File: config.mk
export PLATFORM = sky130hd
export DESIGN_NAME = eased_tween_engine_flat
export DESIGN_NICKNAME = d
export VERILOG_FILES = /design/src/sv/etw_pkg.sv /design/src/sv/etw_intf.sv /design/src/sv/eased_tween_engine.sv /design/src/flat_wrapper.sv
export SDC_FILE = /design/constraint.sdc
export NUM_CORES = 2
export LEC_CHECK = 0
export ABC_AREA = 1
export BUFFER_PORTS_ARGS = -buffer_cell sky130_fd_sc_hd__buf_2
export CAP_MARGIN = 20
export CORE_MARGIN = 1.5
export CORE_UTILIZATION = 60
export DETAILED_ROUTE_END_ITERATION = 7
export GPL_TIMING_DRIVEN = 0
export PLACE_DENSITY = 0.85
export SYNTH_ARGS = -nofsm -noshare
export SYNTH_HDL_FRONTEND = slang
export SYNTH_SLANG_ARGS = --single-unit
File: constraint.sdc
create_clock -name clk_i -period 12.4 [get_ports clk_i]
set_input_delay 0 -clock clk_i [delete_from_list [all_inputs] [get_ports clk_i]]
set_output_delay 0 -clock clk_i [all_outputs]
set_load 0.05 [all_outputs]
File: src/sv/etw_pkg.sv
// shared types and constants of the eased tween engine
`default_nettype none

package etw_pkg;

  // register indexes of the configuration port
  localparam logic [7:0] REG_START_VALUE = 8'd0;
  localparam logic [7:0] REG_END_VALUE   = 8'd1;
  localparam logic [7:0] REG_START_COLOR = 8'd2;
  localparam logic [7:0] REG_END_COLOR   = 8'd3;
  localparam logic [7:0] REG_DURATION    = 8'd4;
  localparam logic [7:0] REG_EASING      = 8'd5;
  localparam logic [7:0] REG_KIND        = 8'd6;
  localparam logic [7:0] REG_OPTIONS     = 8'd7;

  localparam int unsigned CFG_IDX_W  = 8;
  localparam int unsigned CFG_DATA_W = 32;

  // input opcodes
  localparam logic OP_TICK  = 1'b0;
  localparam logic OP_START = 1'b1;

  // easing curves
  localparam logic [1:0] CURVE_LINEAR = 2'd0;
  localparam logic [1:0] CURVE_IN     = 2'd1;
  localparam logic [1:0] CURVE_OUT    = 2'd2;
  localparam logic [1:0] CURVE_INOUT  = 2'd3;

  // value kinds
  localparam logic [1:0] KIND_FRAC  = 2'd0;
  localparam logic [1:0] KIND_INT   = 2'd1;
  localparam logic [1:0] KIND_COLOR = 2'd2;

  // option bits
  localparam int unsigned OPT_REPEAT = 0;
  localparam int unsigned OPT_OFF    = 1;

  // integer rounding works on the Q16.16 scalar
  localparam int unsigned QFRAC = 16;

  typedef enum logic [2:0] {
    ST_IDLE,
    ST_PREP,
    ST_DIV,
    ST_ESET,
    ST_EASE,
    ST_ECLP,
    ST_BSET,
    ST_BLEND
  } state_e;

endpackage

`default_nettype wire

File: src/sv/etw_intf.sv
// valid/ready channel interfaces of the eased tween engine
`default_nettype none

interface etw_in_if #(parameter int unsigned TIME_BITS = 48);
  logic                 valid;
  logic                 ready;
  logic                 opcode;
  logic [TIME_BITS-1:0] now_ms;
  modport source (output valid, opcode, now_ms, input ready);
  modport sink   (input valid, opcode, now_ms, output ready);
endinterface

interface etw_out_if;
  logic        valid;
  logic        ready;
  logic        ran;
  logic [31:0] value_out;
  logic [31:0] color_out;
  logic        finished;
  logic        element_off;
  logic        still_active;
  modport source (output valid, ran, value_out, color_out, finished, element_off,
                  still_active, input ready);
  modport sink   (input valid, ran, value_out, color_out, finished, element_off,
                  still_active, output ready);
endinterface

interface etw_cfg_if;
  logic        valid;
  logic        ready;
  logic [7:0]  index;
  logic [31:0] data;
  modport source (output valid, index, data, input ready);
  modport sink   (input valid, index, data, output ready);
endinterface

`default_nettype wire

File: src/sv/eased_tween_engine.sv
// eased tween engine: serial divider, shift-add easing and blending multipliers
// a start only arms the tween; an idle tick goes out as all zero; a tick in a period
// runs the serial divider (not before the anchor), the shift-add easing (not for
// linear) and the blend pass; the end of a period skips divider and easing;
// one item is taken at a time; a finished result may wait in the output register
// reset: tween disarmed, endpoints and anchor zero, registers at their defaults
`default_nettype none

module eased_tween_engine #(
  parameter int unsigned TIME_BITS = 48,
  parameter int unsigned FRAC_BITS = 16
) (
  input  wire           clk_i,
  input  wire           rst_ni,
  etw_in_if.sink        in_i,
  etw_out_if.source     out_o,
  etw_cfg_if.sink       cfg_i
);
  import etw_pkg::*;

  // widths of the fixed point datapath
  localparam int unsigned TW   = FRAC_BITS + 1;       // progress / eased value
  localparam int unsigned MW   = FRAC_BITS + 3;       // ease multiplicand, up to 3.0
  localparam int unsigned EPW  = MW + TW;             // ease product
  localparam int unsigned PW   = 33 + TW;             // scalar blend product
  localparam int unsigned CW   = 9 + TW;              // colour channel product
  localparam int unsigned CNTW = $clog2(TW + 1);

  localparam logic [TW-1:0] ONE_T  = TW'(1) << FRAC_BITS;
  localparam logic [TW-1:0] HALF_T = ONE_T >> 1;

  // configuration registers
  logic [31:0] start_value_q, end_value_q, start_color_q, end_color_q, duration_q;
  logic [1:0]  easing_q, kind_q, options_q;

  // tween state
  logic                 running_q, running_d;
  logic [TIME_BITS-1:0] anchor_q, anchor_d;
  logic [31:0]          from_q, from_d, to_q, to_d;
  logic [31:0]          fromc_q, fromc_d, toc_q, toc_d;

  // sequencer and datapath
  state_e               state_q, state_d;
  logic [TIME_BITS-1:0] now_q, now_d;
  logic [CNTW-1:0]      cnt_q, cnt_d;
  logic [32:0]          rem_q, rem_d;
  logic [TW-1:0]        t_q, t_d;
  logic [TW-1:0]        e_q, e_d;
  logic [TW-1:0]        msh_q, msh_d;        // multiplier bits, shifted out lsb first
  logic [EPW-1:0]       ea_q, ea_d;          // ease addend, shifted left
  logic [EPW-1:0]       eacc_q, eacc_d;
  logic signed [PW-1:0] sa_q, sa_d, sacc_q, sacc_d;
  logic signed [CW-1:0] ca_q [4];
  logic signed [CW-1:0] ca_d [4];
  logic signed [CW-1:0] cacc_q [4];
  logic signed [CW-1:0] cacc_d [4];

  // result flags of the tick under work
  logic ran_q, ran_d, fin_q, fin_d, off_q, off_d, still_q, still_d;

  // output register
  logic        ovalid_q, ovalid_d;
  logic        oran_q, ofin_q, ooff_q, ostill_q;
  logic [31:0] ovalue_q, ocolor_q;
  logic        load_out;

  // combinational helpers
  logic                 in_fire, cfg_fire;
  logic [TIME_BITS-1:0] elapsed;
  logic                 dur_zero, early, full;
  logic [32:0]          rem2;
  logic [MW-1:0]        mcand;
  logic [EPW-1:0]       eprod;
  logic [32:0]          sdiff;
  logic signed [PW-1:0] prod_adj, prod_q;
  logic signed [33:0]   vsum, vint, vint_adj, vint_sh;
  logic [31:0]          value_res, color_res;
  logic signed [CW-1:0] cp [4];
  logic [8:0]           cdiff [4];

  assign in_fire   = in_i.valid && in_i.ready;
  assign cfg_fire  = cfg_i.valid && cfg_i.ready;
  assign cfg_i.ready = 1'b1;
  assign in_i.ready  = (state_q == ST_IDLE);

  // configuration writes, unknown indexes are dropped
  always_ff @(posedge clk_i or negedge rst_ni) begin
    if (!rst_ni) begin
      start_value_q <= '0;
      end_value_q   <= 32'd65536;
      start_color_q <= '0;
      end_color_q   <= '0;
      duration_q    <= '0;
      easing_q      <= CURVE_INOUT;
      kind_q        <= KIND_FRAC;
      options_q     <= '0;
    end else if (cfg_fire) begin
      unique case (cfg_i.index)
        REG_START_VALUE: start_value_q <= cfg_i.data;
        REG_END_VALUE:   end_value_q   <= cfg_i.data;
        REG_START_COLOR: start_color_q <= cfg_i.data;
        REG_END_COLOR:   end_color_q   <= cfg_i.data;
        REG_DURATION:    duration_q    <= cfg_i.data;
        REG_EASING:      easing_q      <= cfg_i.data[1:0];
        REG_KIND:        kind_q        <= cfg_i.data[1:0];
        REG_OPTIONS:     options_q     <= cfg_i.data[1:0];
        default: ;
      endcase
    end
  end

  // progress tests on the latched time
  assign elapsed  = now_q - anchor_q;
  assign dur_zero = (duration_q == '0);
  assign early    = (now_q <= anchor_q);
  assign full     = dur_zero || (!early && (elapsed >= TIME_BITS'(duration_q)));

  // one restoring divider step
  assign rem2 = {rem_q[31:0], 1'b0};

  // multiplicand of the easing product for the current curve
  always_comb begin
    case (easing_q)
      CURVE_OUT:   mcand = (MW'(ONE_T) << 1) - MW'(t_q);
      CURVE_INOUT: mcand = (t_q < HALF_T) ? (MW'(t_q) << 1)
                                          : ((MW'(ONE_T) << 2) - (MW'(t_q) << 1));
      default:     mcand = MW'(t_q);
    endcase
  end

  // scale the easing product back, less one for the upper half of in-out
  always_comb begin
    eprod = eacc_q >> FRAC_BITS;
    if (easing_q == CURVE_INOUT && t_q >= HALF_T) begin
      eprod = eprod - EPW'(ONE_T);
    end
  end

  assign sdiff = {to_q[31], to_q} - {from_q[31], from_q};

  // final rounding of the scalar and colour products
  always_comb begin
    prod_adj = sacc_q;
    if (sacc_q < 0) begin
      prod_adj = sacc_q + $signed(PW'(ONE_T - TW'(1)));
    end
    prod_q   = prod_adj >>> FRAC_BITS;
    vsum     = $signed({{2{from_q[31]}}, from_q}) + $signed(prod_q[33:0]);
    vint     = vsum + 34'sd32768;
    vint_adj = (vint < 0) ? (vint + 34'sd65535) : vint;
    vint_sh  = vint_adj >>> QFRAC;
    case (kind_q)
      KIND_INT:   value_res = vint_sh[31:0];
      KIND_COLOR: value_res = '0;
      default:    value_res = vsum[31:0];
    endcase
    for (int i = 0; i < 4; i++) begin
      cp[i] = (cacc_q[i] + $signed(CW'(HALF_T))) >>> FRAC_BITS;
      cdiff[i] = {1'b0, toc_q[8*i +: 8]} - {1'b0, fromc_q[8*i +: 8]};
    end
    color_res = '0;
    if (kind_q == KIND_COLOR) begin
      for (int i = 0; i < 4; i++) begin
        color_res[8*i +: 8] = fromc_q[8*i +: 8] + cp[i][7:0];
      end
    end
  end

  // state register and datapath registers
  always_ff @(posedge clk_i or negedge rst_ni) begin
    if (!rst_ni) begin
      state_q   <= ST_IDLE;
      running_q <= 1'b0;
      anchor_q  <= '0;
      from_q    <= '0;
      to_q      <= '0;
      fromc_q   <= '0;
      toc_q     <= '0;
      ovalid_q  <= 1'b0;
    end else begin
      state_q   <= state_d;
      running_q <= running_d;
      anchor_q  <= anchor_d;
      from_q    <= from_d;
      to_q      <= to_d;
      fromc_q   <= fromc_d;
      toc_q     <= toc_d;
      ovalid_q  <= ovalid_d;
    end
  end

  always_ff @(posedge clk_i) begin
    now_q   <= now_d;
    cnt_q   <= cnt_d;
    rem_q   <= rem_d;
    t_q     <= t_d;
    e_q     <= e_d;
    msh_q   <= msh_d;
    ea_q    <= ea_d;
    eacc_q  <= eacc_d;
    sa_q    <= sa_d;
    sacc_q  <= sacc_d;
    ran_q   <= ran_d;
    fin_q   <= fin_d;
    off_q   <= off_d;
    still_q <= still_d;
    for (int i = 0; i < 4; i++) begin
      ca_q[i]   <= ca_d[i];
      cacc_q[i] <= cacc_d[i];
    end
    if (load_out) begin
      oran_q   <= ran_q;
      ofin_q   <= fin_q;
      ooff_q   <= off_q;
      ostill_q <= still_q;
      ovalue_q <= ran_q ? value_res : '0;
      ocolor_q <= ran_q ? color_res : '0;
    end
  end

  // sequencer: next state and datapath updates
  always_comb begin
    state_d   = state_q;
    running_d = running_q;
    anchor_d  = anchor_q;
    from_d    = from_q;
    to_d      = to_q;
    fromc_d   = fromc_q;
    toc_d     = toc_q;
    now_d     = now_q;
    cnt_d     = cnt_q;
    rem_d     = rem_q;
    t_d       = t_q;
    e_d       = e_q;
    msh_d     = msh_q;
    ea_d      = ea_q;
    eacc_d    = eacc_q;
    sa_d      = sa_q;
    sacc_d    = sacc_q;
    ran_d     = ran_q;
    fin_d     = fin_q;
    off_d     = off_q;
    still_d   = still_q;
    for (int i = 0; i < 4; i++) begin
      ca_d[i]   = ca_q[i];
      cacc_d[i] = cacc_q[i];
    end
    load_out = 1'b0;
    ovalid_d = ovalid_q && !out_o.ready;

    unique case (state_q)
      ST_IDLE: begin
        if (in_fire) begin
          if (in_i.opcode == OP_START) begin
            // arm: copy endpoints and anchor the time
            from_d    = start_value_q;
            to_d      = end_value_q;
            fromc_d   = start_color_q;
            toc_d     = end_color_q;
            anchor_d  = in_i.now_ms;
            running_d = 1'b1;
          end else begin
            now_d   = in_i.now_ms;
            ran_d   = running_q;
            fin_d   = 1'b0;
            off_d   = 1'b0;
            still_d = 1'b0;
            // an idle tick goes straight out as all zero
            state_d = running_q ? ST_PREP : ST_BLEND;
            cnt_d   = '0;
          end
        end
      end
      ST_PREP: begin
        if (full) begin
          if (options_q[OPT_REPEAT] && !dur_zero) begin
            // ping-pong: swap ends, advance one period, emit from the new start
            from_d   = to_q;
            to_d     = from_q;
            fromc_d  = toc_q;
            toc_d    = fromc_q;
            anchor_d = anchor_q + TIME_BITS'(duration_q);
            e_d      = '0;
            still_d  = 1'b1;
          end else begin
            e_d       = ONE_T;
            running_d = 1'b0;
            fin_d     = 1'b1;
            off_d     = options_q[OPT_OFF];
          end
          state_d = ST_BSET;
        end else begin
          still_d = 1'b1;
          t_d     = '0;
          if (early) begin
            state_d = ST_ESET;
          end else begin
            rem_d   = {1'b0, elapsed[31:0]};
            cnt_d   = CNTW'(FRAC_BITS);
            state_d = ST_DIV;
          end
        end
      end
      ST_DIV: begin
        if (rem2 >= {1'b0, duration_q}) begin
          rem_d = rem2 - {1'b0, duration_q};
          t_d   = {t_q[TW-2:0], 1'b1};
        end else begin
          rem_d = rem2;
          t_d   = {t_q[TW-2:0], 1'b0};
        end
        cnt_d = cnt_q - CNTW'(1);
        if (cnt_q == CNTW'(1)) begin
          state_d = ST_ESET;
        end
      end
      ST_ESET: begin
        if (easing_q == CURVE_LINEAR) begin
          e_d     = t_q;
          state_d = ST_BSET;
        end else begin
          ea_d    = EPW'(mcand);
          msh_d   = t_q;
          eacc_d  = '0;
          cnt_d   = CNTW'(TW);
          state_d = ST_EASE;
        end
      end
      ST_EASE: begin
        if (msh_q[0]) begin
          eacc_d = eacc_q + ea_q;
        end
        ea_d  = ea_q << 1;
        msh_d = msh_q >> 1;
        cnt_d = cnt_q - CNTW'(1);
        if (cnt_q == CNTW'(1)) begin
          state_d = ST_ECLP;
        end
      end
      ST_ECLP: begin
        e_d     = (eprod > EPW'(ONE_T)) ? ONE_T : eprod[TW-1:0];
        state_d = ST_BSET;
      end
      ST_BSET: begin
        sa_d   = $signed({{(PW-33){sdiff[32]}}, sdiff});
        sacc_d = '0;
        for (int i = 0; i < 4; i++) begin
          ca_d[i]   = $signed({{(CW-9){cdiff[i][8]}}, cdiff[i]});
          cacc_d[i] = '0;
        end
        msh_d   = e_q;
        cnt_d   = CNTW'(TW);
        state_d = ST_BLEND;
      end
      ST_BLEND: begin
        if (cnt_q != '0) begin
          // scalar and four colour lanes share the serial pass over e
          if (msh_q[0]) begin
            sacc_d = sacc_q + sa_q;
            for (int i = 0; i < 4; i++) begin
              cacc_d[i] = cacc_q[i] + ca_q[i];
            end
          end
          sa_d = sa_q <<< 1;
          for (int i = 0; i < 4; i++) begin
            ca_d[i] = ca_q[i] <<< 1;
          end
          msh_d = msh_q >> 1;
          cnt_d = cnt_q - CNTW'(1);
        end else if (!ovalid_q || out_o.ready) begin
          load_out = 1'b1;
          ovalid_d = 1'b1;
          state_d  = ST_IDLE;
        end
      end
      default: state_d = ST_IDLE;
    endcase
  end

  assign out_o.valid        = ovalid_q;
  assign out_o.ran          = oran_q;
  assign out_o.value_out    = ovalue_q;
  assign out_o.color_out    = ocolor_q;
  assign out_o.finished     = ofin_q;
  assign out_o.element_off  = ooff_q;
  assign out_o.still_active = ostill_q;

`ifndef NO_ASSERTIONS
  a_busy_not_ready: assert property (@(posedge clk_i) disable iff (!rst_ni)
    (state_q != ST_IDLE) |-> !in_i.ready)
    else $error("input taken while a tick is in work");

  a_div_rem: assert property (@(posedge clk_i) disable iff (!rst_ni)
    (state_q == ST_DIV) |-> (rem_q < {1'b0, duration_q}))
    else $error("divider remainder out of range");

  a_ease_clamp: assert property (@(posedge clk_i) disable iff (!rst_ni)
    (state_q == ST_BSET) |-> (e_q <= ONE_T))
    else $error("eased value above one");

  a_fin_flags: assert property (@(posedge clk_i) disable iff (!rst_ni)
    out_o.valid |-> !(out_o.finished && out_o.still_active) &&
                    (out_o.ran || (!out_o.finished && !out_o.still_active)))
    else $error("inconsistent result flags");

  a_fin_disarms: assert property (@(posedge clk_i) disable iff (!rst_ni)
    load_out && fin_q |=> !running_q)
    else $error("finished tween still armed");
`endif

endmodule

`default_nettype wire

File: src/flat_wrapper.sv
// flat-port wrapper written by rule: the top's interface ports become plain ports
module eased_tween_engine_flat import etw_pkg::*;
#(
  parameter int unsigned TIME_BITS = 48,
  parameter int unsigned FRAC_BITS = 16
)
  (clk_i, rst_ni, in_i_valid, in_i_opcode, in_i_now_ms, in_i_ready, out_o_valid, out_o_ran, out_o_value_out, out_o_color_out, out_o_finished, out_o_element_off, out_o_still_active, out_o_ready, cfg_i_valid, cfg_i_index, cfg_i_data, cfg_i_ready);
  etw_in_if #(.TIME_BITS(TIME_BITS)) in_i_i ();
  etw_out_if out_o_i ();
  etw_cfg_if cfg_i_i ();
  input  wire clk_i;
  input  wire rst_ni;
  input wire logic [$bits(in_i_i.valid)-1:0] in_i_valid;
  input wire logic [$bits(in_i_i.opcode)-1:0] in_i_opcode;
  input wire logic [$bits(in_i_i.now_ms)-1:0] in_i_now_ms;
  output wire logic [$bits(in_i_i.ready)-1:0] in_i_ready;
  output wire logic [$bits(out_o_i.valid)-1:0] out_o_valid;
  output wire logic [$bits(out_o_i.ran)-1:0] out_o_ran;
  output wire logic [$bits(out_o_i.value_out)-1:0] out_o_value_out;
  output wire logic [$bits(out_o_i.color_out)-1:0] out_o_color_out;
  output wire logic [$bits(out_o_i.finished)-1:0] out_o_finished;
  output wire logic [$bits(out_o_i.element_off)-1:0] out_o_element_off;
  output wire logic [$bits(out_o_i.still_active)-1:0] out_o_still_active;
  input wire logic [$bits(out_o_i.ready)-1:0] out_o_ready;
  input wire logic [$bits(cfg_i_i.valid)-1:0] cfg_i_valid;
  input wire logic [$bits(cfg_i_i.index)-1:0] cfg_i_index;
  input wire logic [$bits(cfg_i_i.data)-1:0] cfg_i_data;
  output wire logic [$bits(cfg_i_i.ready)-1:0] cfg_i_ready;
  assign in_i_i.valid = in_i_valid;
  assign in_i_i.opcode = in_i_opcode;
  assign in_i_i.now_ms = in_i_now_ms;
  assign in_i_ready = in_i_i.ready;
  assign out_o_valid = out_o_i.valid;
  assign out_o_ran = out_o_i.ran;
  assign out_o_value_out = out_o_i.value_out;
  assign out_o_color_out = out_o_i.color_out;
  assign out_o_finished = out_o_i.finished;
  assign out_o_element_off = out_o_i.element_off;
  assign out_o_still_active = out_o_i.still_active;
  assign out_o_i.ready = out_o_ready;
  assign cfg_i_i.valid = cfg_i_valid;
  assign cfg_i_i.index = cfg_i_index;
  assign cfg_i_i.data = cfg_i_data;
  assign cfg_i_ready = cfg_i_i.ready;
  eased_tween_engine #(.TIME_BITS(TIME_BITS), .FRAC_BITS(FRAC_BITS)) u_core (.clk_i(clk_i), .rst_ni(rst_ni), .in_i(in_i_i), .out_o(out_o_i), .cfg_i(cfg_i_i));
endmodule
==> impl_metrics.toml <==
[worst_setup_path]
path_buf_inv = 4
start_kind = "flop"
cpMostUsedCell = "nand2_1"
critical_path_class = "reg -> reg"
max_stage_delay_ns = 0.60
required_ns = 13.04
crit_fanout = 10
critPathTopFamily = "simple AND/OR/NAND/NOR gates"
cp_slowest_cell = "xnor2_1"
critPathCaptureType = "flop"
worstPathArrival_ns = 7.43

[clocking]
post_cts_buffers = 0
clock_latency_ns = 0.73
htree_levels = 3
cts_buffer_depth = 3
clockRootBuffer = "clkbuf_16"
path_clk_slew_ns = 0.07
numCtsBuffers = 101
cts_tree = "done"
cts_sinks = 919

[logic_synthesis]
ys.warnings.count = 0
synthTopCellsByArea = "edfxtp_1 (27%), dfrtp_1 (14%), nand2_1 (13%)"
syn_nets = 8863
synth_edf_count = 572
syn_area_um2 = 63530
yosysSeqAreaShare_pct = 40.71
ys_async_sr_fraction_pct = 37.76
synth-main-ff-cell = "edfxtp_1"
synth_top_area_share_pct = 27.04
ys_ff_latch = 919
yosysTopAreaCell = "edfxtp_1"
synth_cell_types = 71
syn_inst = 8289
avgSynthCellArea_um2 = 7.665

[finish]
syn_to_final_growth_pct = 11.79
layout_commonest_cell = "nand2_1"
final_layout_size_suffix_gt1_share_pct = 6.146
stdcell_count = 10150
utilization_pct = 67.56
final_cell_mix = "nand2_1 (2271), inv_1 (974), nor2_1 (719), a21oi_1 (680), o21ai_0 (654)"
stdcell_area_um2 = 71020
fill_cells = 8571
final_nets = 9242

[global_routing]
grt_start_max_net_pins = 130
grt-ovfl-total = 0
use_met2_pct = 60.38
grt_pass1_wl_um = 317000
track_usage_pct = 37.76
grt-busiest-layer = "met2"
grt_use_met3_pct = 7.924
grt_pass1_vias = 57670
use_met1_pct = 48.02
antenna_found_initial = 12

[die]
fp-row-count = 119
num_io_pins = 165
die_height_um = 328.4
placeableCoreArea_um2 = 105100
die_width_um = 328.4
dieArea_um2 = 107800
start_util_pct = 60.44

[flow_run]
maxCapViolations = 0

[sta]
drv_slew = 0
finalWorstSetupSlack_ns = 5.610
slew_headroom_pct = 19.04
setup_viol = 0
period_share_pct = 54.75
worst_slew_pin_slew_ns = 1.214
fin_skew_ns = 0.04349
fin_crit_ns = 6.790
max_freq_ghz = 0.1473
rsz0062_at_grt = "no"
final-hold-violation-count = 0

[routing]
via_count = 60950
first_pass_iters = 8
wl_per_cell_um = 20.50
drt-initial-drc-count = 6990
routed_wl_um = 208000
routed_via_density = 6.005
drc = 1
ant_nets = 0

[pwr]
peakVddDrop_mv = 0.3044
leakage_nw = 33.17
power_density_nw_per_um2 = 293.3
fin_total_pwr_mw = 20.83

[outcome]
violations = "design-rule violations"
status = "finished with violations"

[placement]
dp_hpwl_um = 159500
place_inst = 9860
placed_cell_area_um2 = 66450
gp_congestion = 1.011
dpl_worst_slack_ns = 5.973
port_buffers = 163

[worst_hold_path]
hold_path.class = "in -> reg"
registers in the layout, summed over array words and instances (netlist names), 36 cells and up:
signal	cells
u_core.sacc_q	50
u_core.anchor_q	48
u_core.eacc_q	36
u_core.ca_q	96
u_core.ea_q	36
u_core.cacc_q	96
u_core.sa_q	50
u_core.now_q	48
per-layer routing:
metal	wire length, um	part of all wire, %	vias up
li1	-	-	28520
met1	79920	38	28440
met2	94370	45	3273
met3	20790	10	707
met4	12880	6.2	12
met5	85	0.041	-
cell usage after synthesis, types with 13 or more instances:
master,count
xnor2_1,75
o31ai_1,24
a21boi_0,17
a31oi_1,61
nand4_1,61
inv_2,16
clkbuf_1,171
or2_2,17
edfxtp_1,572
nand2_1,2273
o22ai_1,24
ha_1,461
nor3_1,91
dfrtp_1,344
nand3b_1,16
o21ai_1,35
nand2_2,33
o221ai_1,17
a21oi_1,682
nor4_1,37
nand3_1,420
o21a_1,68
inv_1,974
o21ai_0,654
o21bai_1,33
buf_2,21
a21oi_2,13
nor2_1,720
nor2_2,19
buf_6,15
o211ai_1,20
xor2_1,140
a21o_1,19
fa_1,19
per-stage QoR:
stage / setup TNS [ns] / hold slack, ns
global placement: -121.41 / 0.2336
detailed placement: 0 / 0.09838
CTS: 0 / 0.02175
global route: 0 / 0.04882
floorplan: 0 / -0.2956
finish: 0 / 0.05087
logic make-up after synthesis:
kind of cell    share of synthesized area, %
fa+ha+maj                              9.678
simple gates                           24.33
flops                                  40.71
buf+inv                                7.470
compound gates                         14.82
other cells                         0.005903
xor+xnor                               2.990
worst reg2reg max path: cells and delay by family (launching register included):
family | cells | cell delay, ns
xor+xnor | 1 | 0.61
simple gates | 18 | 3.04
compound gates | 3 | 0.83
fa+ha+maj | 3 | 0.91
buf+inv | 4 | 0.90
flops | 1 | 0.42
power by group:
group          switching [mW]  internal [mW]  total (mW)
logic                    8.08           3.68        11.8
registers               0.803           5.00        5.80
clock network            1.37           1.90        3.27
path summary, 6_finish.rpt:
| path | startpoint | to | slack [ns] | depth (start not counted) |
|---|---|---|---|---|
| min reg2reg | u_core.still_q | u_core.out_o.still_active | 0.43 | 0 |
| max in group asynchronous | rst_ni | u_core.fromc_q[28] | 10.35 | 5 |
| max | u_core.anchor_q[0] | u_core.anchor_q[47] | 5.61 | 29 |
| max reg2reg | u_core.anchor_q[0] | u_core.anchor_q[47] | 5.61 | 29 |
| min | in_i_now_ms[4] | u_core.now_q[4] | 0.05 | 2 |
| min in group asynchronous | rst_ni | u_core.from_q[17] | 0.42 | 3 |
cell type report:
cell class	count	area (um^2)	area share, %
multi-input combinational	6153	32970	46.42
sequential	919	25860	36.42
inverter	993	3729	5.250
clock buffer	127	2781	3.916
timing repair buffer	276	2100	2.956
tap	1391	1740	2.451
buffer	224	1017	1.432
clock inverter	62	807.0	1.136
antenna	5	12.51	0.01762
what timing repair did:
| item | in CTS | in global routing |
|---|---|---|
| gates resized for setup | 0 | 0 |
| endpoints found under the hold margin | 375 | 0 |
| hold buffers | 96 | 0 |
(Power assumes the default switching activity.)
